File: src/hw/rtl/npc_pkg.sv
`default_nettype none

package npc_pkg;

   localparam int CHAN_W         = 8;
   localparam int ENTRY_W        = 3 * CHAN_W;
   localparam int PAIR_W         = 2 * ENTRY_W;
   localparam int PAIR_COUNT     = 8;
   localparam int STORED_ENTRIES = 2 * PAIR_COUNT;
   localparam int CSR_INDEX_W    = 3;
   localparam int IDX_W          = 4;
   localparam int SQ_W           = 2 * CHAN_W;
   // 3 * 255^2 = 195075 fits in 18 bits
   localparam int DIST_W         = SQ_W + 2;

   // power-up palette, two entries per word, R in the low byte of each entry
   localparam logic [PAIR_W-1:0] PAIR_RESET [PAIR_COUNT] = '{
      48'd16711935,
      48'd150558072032358,
      48'd280888577180740,
      48'd243943259592123,
      48'd131357269714653,
      48'd150559782194380,
      48'd205976889567829,
      48'd262709976026316
   };

   typedef struct packed {
      logic              valid;
      logic [DIST_W-1:0] distance;
      logic [IDX_W-1:0]  idx;
   } cand_type;

   // challenger only takes over on a strictly smaller distance: lower index wins ties
   function automatic logic replaces(input cand_type incumbent, input cand_type challenger);
      return challenger.valid
             && (!incumbent.valid || (challenger.distance < incumbent.distance));
   endfunction

endpackage

`default_nettype wire

File: src/hw/rtl/npc_argmin.sv
`default_nettype none

module npc_argmin #(
   parameter int PALETTE_ENTRIES = 16
) (
   input  wire logic                          clock,
   input  wire logic                          reset,
   input  wire logic                          in_valid,
   output logic                               in_ready,
   input  wire logic [npc_pkg::DIST_W-1:0]    in_dist [PALETTE_ENTRIES],
   output logic                               out_valid,
   input  wire logic                          out_ready,
   output logic [npc_pkg::IDX_W-1:0]          out_index
);

   localparam int Groups = (PALETTE_ENTRIES + 3) / 4;
   localparam int Padded = Groups * 4;
   localparam int IdxW   = npc_pkg::IDX_W;

   npc_pkg::cand_type cand [Padded];
   npc_pkg::cand_type grp_in [Groups];
   npc_pkg::cand_type grp_ff [Groups];
   logic              grp_valid_ff;
   logic              grp_ready;
   logic [IdxW-1:0]   index_in;
   logic [IdxW-1:0]   index_ff;
   logic              out_valid_ff;
   logic              out_load;

   // unused slots of the last group never win
   for (genvar k = 0; k < Padded; k++) begin : g_cand
      if (k < PALETTE_ENTRIES) begin : g_used
         assign cand[k] = '{valid: 1'b1, distance: in_dist[k], idx: IdxW'(k)};
      end else begin : g_pad
         assign cand[k] = '{valid: 1'b0, distance: '0, idx: IdxW'(k)};
      end
   end

   // first level: best of each group of four
   always_comb begin
      npc_pkg::cand_type best;
      for (int g = 0; g < Groups; g++) begin
         best = cand[4*g];
         for (int j = 1; j < 4; j++) begin
            if (npc_pkg::replaces(best, cand[4*g+j])) begin
               best = cand[4*g+j];
            end
         end
         grp_in[g] = best;
      end
   end

   // second level: best over the groups, in index order
   always_comb begin
      npc_pkg::cand_type best;
      best = grp_ff[0];
      for (int g = 1; g < Groups; g++) begin
         if (npc_pkg::replaces(best, grp_ff[g])) begin
            best = grp_ff[g];
         end
      end
      index_in = best.idx;
   end

   assign out_load  = !out_valid_ff || out_ready;
   assign grp_ready = !grp_valid_ff || out_load;
   assign in_ready  = grp_ready;

   always_ff @(posedge clock) begin
      if (reset) begin
         grp_valid_ff <= 1'b0;
         out_valid_ff <= 1'b0;
      end else begin
         if (grp_ready) begin
            grp_valid_ff <= in_valid;
         end
         if (out_load) begin
            out_valid_ff <= grp_valid_ff;
         end
      end
   end

   always_ff @(posedge clock) begin
      if (grp_ready) begin
         grp_ff <= grp_in;
      end
      if (out_load) begin
         index_ff <= index_in;
      end
   end

   assign out_valid = out_valid_ff;
   assign out_index = index_ff;

   a_empty_after_reset: assert property (@(posedge clock)
      reset |=> (!grp_valid_ff && !out_valid_ff))
      else $error("argmin not empty after reset");

   a_index_in_range: assert property (@(posedge clock) disable iff (reset)
      out_valid_ff |-> (32'(index_ff) < PALETTE_ENTRIES))
      else $error("winning index beyond searched entries");

   a_hold_on_stall: assert property (@(posedge clock) disable iff (reset)
      (out_valid_ff && !out_ready) |=> (out_valid_ff && $stable(index_ff)))
      else $error("held result changed under stall");

endmodule

`default_nettype wire

File: config.mk
export PLATFORM = sky130hd
export DESIGN_NAME = npc_argmin
export DESIGN_NICKNAME = d
export VERILOG_FILES = /design/src/hw/rtl/npc_pkg.sv /design/src/hw/rtl/npc_argmin.sv
export SDC_FILE = /design/constraint.sdc
export NUM_CORES = 1
export LEC_CHECK = 0
export BUFFER_PORTS_ARGS = -buffer_cell sky130_fd_sc_hd__buf_2
export CELL_PAD_IN_SITES_DETAIL_PLACEMENT = 1
export CELL_PAD_IN_SITES_GLOBAL_PLACEMENT = 1
export CORE_MARGIN = 5
export CORE_UTILIZATION = 25
export DETAILED_ROUTE_END_ITERATION = 7
export PLACE_DENSITY = 0.58
export SYNTH_ARGS = -nofsm -noshare
export SYNTH_HDL_FRONTEND = slang
export SYNTH_SLANG_ARGS = --single-unit
export TNS_END_PERCENT = 20
File: constraint.sdc
create_clock -name clock -period 6.25 [get_ports clock]
set_clock_uncertainty 0.2 [all_clocks]
set_input_delay 0.3125 -clock clock [delete_from_list [all_inputs] [get_ports clock]]
set_output_delay 0.3125 -clock clock [all_outputs]
set_load 0.005 [all_outputs]
; Yosys cells after proc, flatten, opt, wreduce, memory -nomap -nowiden
; Index checks and enable logic that the tools add are counted.
[op_classes]
reduce_logical = 33
n_lt_le_gt_ge = 15
n_mux = 15
[op_table]
columns = cell, count
row1 = $lt A18 B18 Y1, 15
row2 = $mux W22, 12
row3 = $mux W23, 2
row4 = $logic_or A1 B1 Y1, 13
row5 = $logic_not A1 Y1 const A, 8
row6 = $reduce_or A2 Y1, 4
row7 = $logic_not A1 Y1, 5
row8 = $mux W4, 1
row9 = $logic_and A1 B1 Y1, 3
[word_totals]
input_bits = 292
register_bits = 98
word_cells = 82
out_inout_bits = 6

; Depth between registers and ports, before layout
[depth]
word_depth = 12
depth_mapped = 33
depth_no_buf = 29

; Worst setup path after synthesis
; OpenSTA, ideal clock, no wires.
[synth_timing]
kind = input to register
from = in in_dist[135] (netlist name)
to = reg grp_ff[32] (netlist name) (data pin)
t_required_ns = 5.790
n_path_buf = 5
slack_ns = -0.567
t_arrival_ns = 6.358
setup_ns = 0.260
cell_stages = 32
path_cell_list = inv_1 ha_1 and4_1 and2_1 a221oi_1 nand2_1 a21o_1 clkbuf_1 buf_2 mux2i_1 ha_1 a21o_1 a21o_1 a21o_1 a211oi_1 o31ai_1 o41ai_1 buf_2 buf_6 mux2i_1 inv_1 ha_1 a21o_1 a21o_1 a21oi_1 nor2_1 a211oi_1 o221a_2 nand2_1 o21ai_1 buf_1 mux2_2
[synth_lines]
columns = item, line
row1 = start: declaration, npc_argmin.sv:10  ; input wire logic [npc_pkg::DIST_W-1:0] in_dist [PALETTE_ENTRIES],
row2 = end signal: assignment, npc_argmin.sv:85  ; grp_ff <= grp_in;
row3 = end: declaration, npc_argmin.sv:22  ; npc_pkg::cand_type grp_ff [Groups];

==> flow_summary_export.csv <==
group,metric,value,unit
run_status,status,"complete, but fails checks",
run_status,failed_checks,"negative setup slack",
route,wirelength,47530,µm
place,io_buffers,297,
yosys,avgSynthCellArea,9.070,µm²
floorplan,fp-row-count,80,
yosys,seq_area_frac_synth,0.2126,
critical_path,cp_max_fo,8,
sta,worst_pin_slew,1.045,ns
worst_hold_path,hp-start,"in_dist[15]",
clocking,cts_tree,"done",
global_routing,track_usage,0.1644,
route,drc_errors,0,
floorplan,initial_core_util,0.2525,
sta,period_needed,6.467,ns
sta,rsz0062_at_grt,"yes",
yosys,synth_area,12050,µm²
clocking,numCtsBuffers,9,
pwr,powerDensity,265.1,nW/µm²
pwr,p_total,5.153,mW
route,vias,12400,
yosys,ys_ff_latch,86,
run,max_cap_viol_count,0,
place,dp_hpwl,37770,µm
sta,report.final.setup_viol,22,
route,drt-initial-drc-count,273,
pwr,irDropWorstVdd,0.1863,mV
critical_path,timing.rr.start,"grp_ff[58]$_DFFE_PP_",
critical_path,required,6.14,ns
global_routing,grt_pass1_vias,13530,
global_routing,antenna_found_initial,29,
yosys,synth_nets,1876,
floorplan,die_w,229.6,µm
global_routing,grt-ovfl-total,0,
critical_path,cpMaxStageDelayCell,"o41a_1",
clocking,insertion_delay,0.35,ns
cells_and_area,nNetsFinal,2541,
floorplan,core_area,47750,µm²
yosys,syn-instance-count,1329,
place,gp_congestion,0.8638,
route,wl_per_cell,18.07,µm
yosys,yosys_warnings,0,
critical_path,worstSetupStartpoint,"in_dist[273]",
floorplan,io_pins,298,
sta,finalCritPeriodShare,1.035,
route,ant_nets,0,
cells_and_area,seqCellArea,2562,µm²
route,first_pass_iters,6,
clocking,clockBufferDepth,2,
clocking,path_clk_slew,0.07,ns
sta,hold_viol,0,
route,routed_via_density,4.713,
worst_hold_path,hp-class,"in2reg",
sta,finalMaxSlewViolations,0,
global_routing,grt_max_degree,81,
clocking,clock-sinks,86,
floorplan,die-area,52710,µm²
cells_and_area,nFillCells,5507,
yosys,async_flop_share,0,
critical_path,worstSetupStartpointType,"primary input",
critical_path,cp.arrival,6.36,ns
cells_and_area,drive_gt1_frac,0.4937,
yosys,synth_flop_cell,"edfxtp_1",
clocking,htreeDepth,3,
floorplan,die_h,229.6,µm
critical_path,cp_slowest_stage_delay,0.41,ns
global_routing,grt_pass1_wl,70370,µm
clocking,cts-root-buf,"clkbuf_16",
cells_and_area,multi_input_area,10160,µm²
sta,slew_headroom,0.3035,
sta,finalWorstSetupSlack,-0.2172,ns
yosys,synth_edf_count,84,
critical_path,crit_type,"in2reg",
pwr,power_leakage,9.887,nW
cells_and_area,syn_to_final_growth,61.27,%
place,dp_slack,-0.8032,ns
yosys,synth_cell_types,65,
sta,fmax,154.6,MHz
critical_path,endpoint_kind,"register",
## sequential cells by signal, indices dropped and copies added (netlist names)
signal and flops:
grp_ff 80, out_index 4, out_valid 1, grp_valid_ff 1
## cell families after synthesis
family,count (synthesis),synth area share
AO/OA/AOI/OAI,290,0.1602
adder cells (fa/ha/maj),255,0.2647
buffers and inverters,275,0.08916
flip-flops,86,0.2126
multiplexers,216,0.1891
AND/OR/NAND/NOR,207,0.08428
## layer usage
metal	vias to the layer above	global-route usage	part of all wire
met3	84	0.03381	0.043
met4	28	0.04172	0.022
met5	-	0	0.0031
met1	5900	0.1907	0.41
met2	214	0.3072	0.52
li1	6169	-	-
## what timing repair did
action / in CTS / in global routing
pin swaps: 57 / 62
hold endpoints to repair: 2 / 0
setup endpoints to repair: 80 / 81
resized for setup: 183 / 167
cloned: 5 / 3
hold buffers: 2 / 0
setup buffers: 31 / 21
## per-stage QoR
stage / util / hold slack (ns) / setup TNS (ns) / std cells / area (µm²)
after floorplan: - / 0.1849 / -0.5878 / 1329 / 12130
after global routing: 0.4070 / 0.07783 / -16.28 / 2628 / 19430
after detailed placement: 0.3497 / 0.3004 / -47.04 / 2537 / 16700
after global placement: 0.3497 / 0.2978 / -33.05 / 2537 / 16700
final: 0.4072 / 0.06899 / -2.832 / 2630 / 19440
after CTS: 0.3847 / 0.06398 / -0.1558 / 2591 / 18370
## placed cells by master, fill, tap and decap left out, types with 7 or more instances in the layout
| master | n |
|---|---|
| buf_4 | 338 |
| buf_2 | 296 |
| inv_1 | 235 |
| ha_1 | 209 |
| edfxtp_1 | 84 |
| a21o_1 | 69 |
| mux2i_1 | 67 |
| a21oi_1 | 65 |
| nor2_1 | 64 |
| mux2_2 | 44 |
| ha_4 | 41 |
| nand4_1 | 37 |
| a21oi_2 | 36 |
| nand2_1 | 33 |
| mux2i_4 | 32 |
| mux2_1 | 26 |
| buf_6 | 26 |
| mux2_4 | 24 |
| mux2i_2 | 23 |
| diode_2 | 16 |
| o21ai_0 | 16 |
| inv_2 | 12 |
| o21a_1 | 12 |
| buf_12 | 11 |
| o21ai_1 | 10 |
| o211ai_1 | 9 |
| clkbuf_16 | 9 |
| nand2b_1 | 7 |
## critical path, delay by kind of cell
family / cells / cell delay [ns]
fa+ha+maj: 3 / 0.62
mux: 3 / 0.68
compound gates: 12 / 2.93
buf+inv: 10 / 1.32
simple gates: 2 / 0.49
## worst paths after layout
kind                                                to  slack [ns]  cells past startpoint
worst max-delay path              grp_ff[88]$_DFFE_PP_       -0.22                     30
worst min-delay path              grp_ff[19]$_DFFE_PP_        0.07                      2
worst max register to register  out_index[0]$_DFFE_PP_        0.11                     26
worst min register to register    grp_ff[16]$_DFFE_PP_        0.36                      1
## Yosys cell counts, types with 3 or more instances
cell type / instances / area, µm²
nor2_1: 70 / 262.8
nor3_1: 9 / 45.04
clkbuf_1: 8 / 30.03
or2_2: 6 / 37.54
nand2b_1: 9 / 56.30
mux2i_1: 122 / 1221
buf_2: 10 / 50.05
a21o_1: 70 / 525.5
nor4_1: 6 / 37.54
and4_1: 5 / 43.79
o21ai_0: 29 / 145.1
a221oi_1: 3 / 26.28
a21oi_1: 100 / 500.5
nand2_1: 42 / 157.7
a2111oi_0: 6 / 52.55
a211o_1: 4 / 35.03
edfxtp_1: 84 / 2522
nor2b_1: 6 / 37.54
and2_1: 4 / 25.02
a31oi_1: 3 / 18.77
nand3_1: 7 / 35.03
ha_1: 255 / 3191
nand4_1: 37 / 231.5
mux2_1: 43 / 484.2
a211oi_1: 9 / 67.56
o21bai_1: 6 / 45.04
o31ai_1: 3 / 22.52
inv_1: 248 / 930.9
buf_4: 4 / 30.03
o221ai_1: 3 / 26.28
o211ai_1: 9 / 67.56
o21a_1: 13 / 97.59
buf_1: 3 / 11.26
mux2_2: 51 / 574.3
## power breakdown
| part | switching [mW] | internal, mW | leakage, nW | total [mW] |
|---|---|---|---|---|
| clock | 0.258 | 0.321 | 0.153 | 0.579 |
| sequential | 0.130 | 0.835 | 0.886 | 0.965 |
| combinational | 1.67 | 1.94 | 8.85 | 3.61 |
| total | 2.05 | 3.10 | 9.89 | 5.15 |
## area by class of cell
class,count,share of cell area
multi-input cells,971,0.5224
repair buffers,678,0.2399
flip-flops and latches,86,0.1318
inverters,248,0.04801
well taps,615,0.03958
clock buffers,9,0.01159
clock inverters,7,0.004570
diodes,16,0.002060
(Power assumes the default switching activity.)
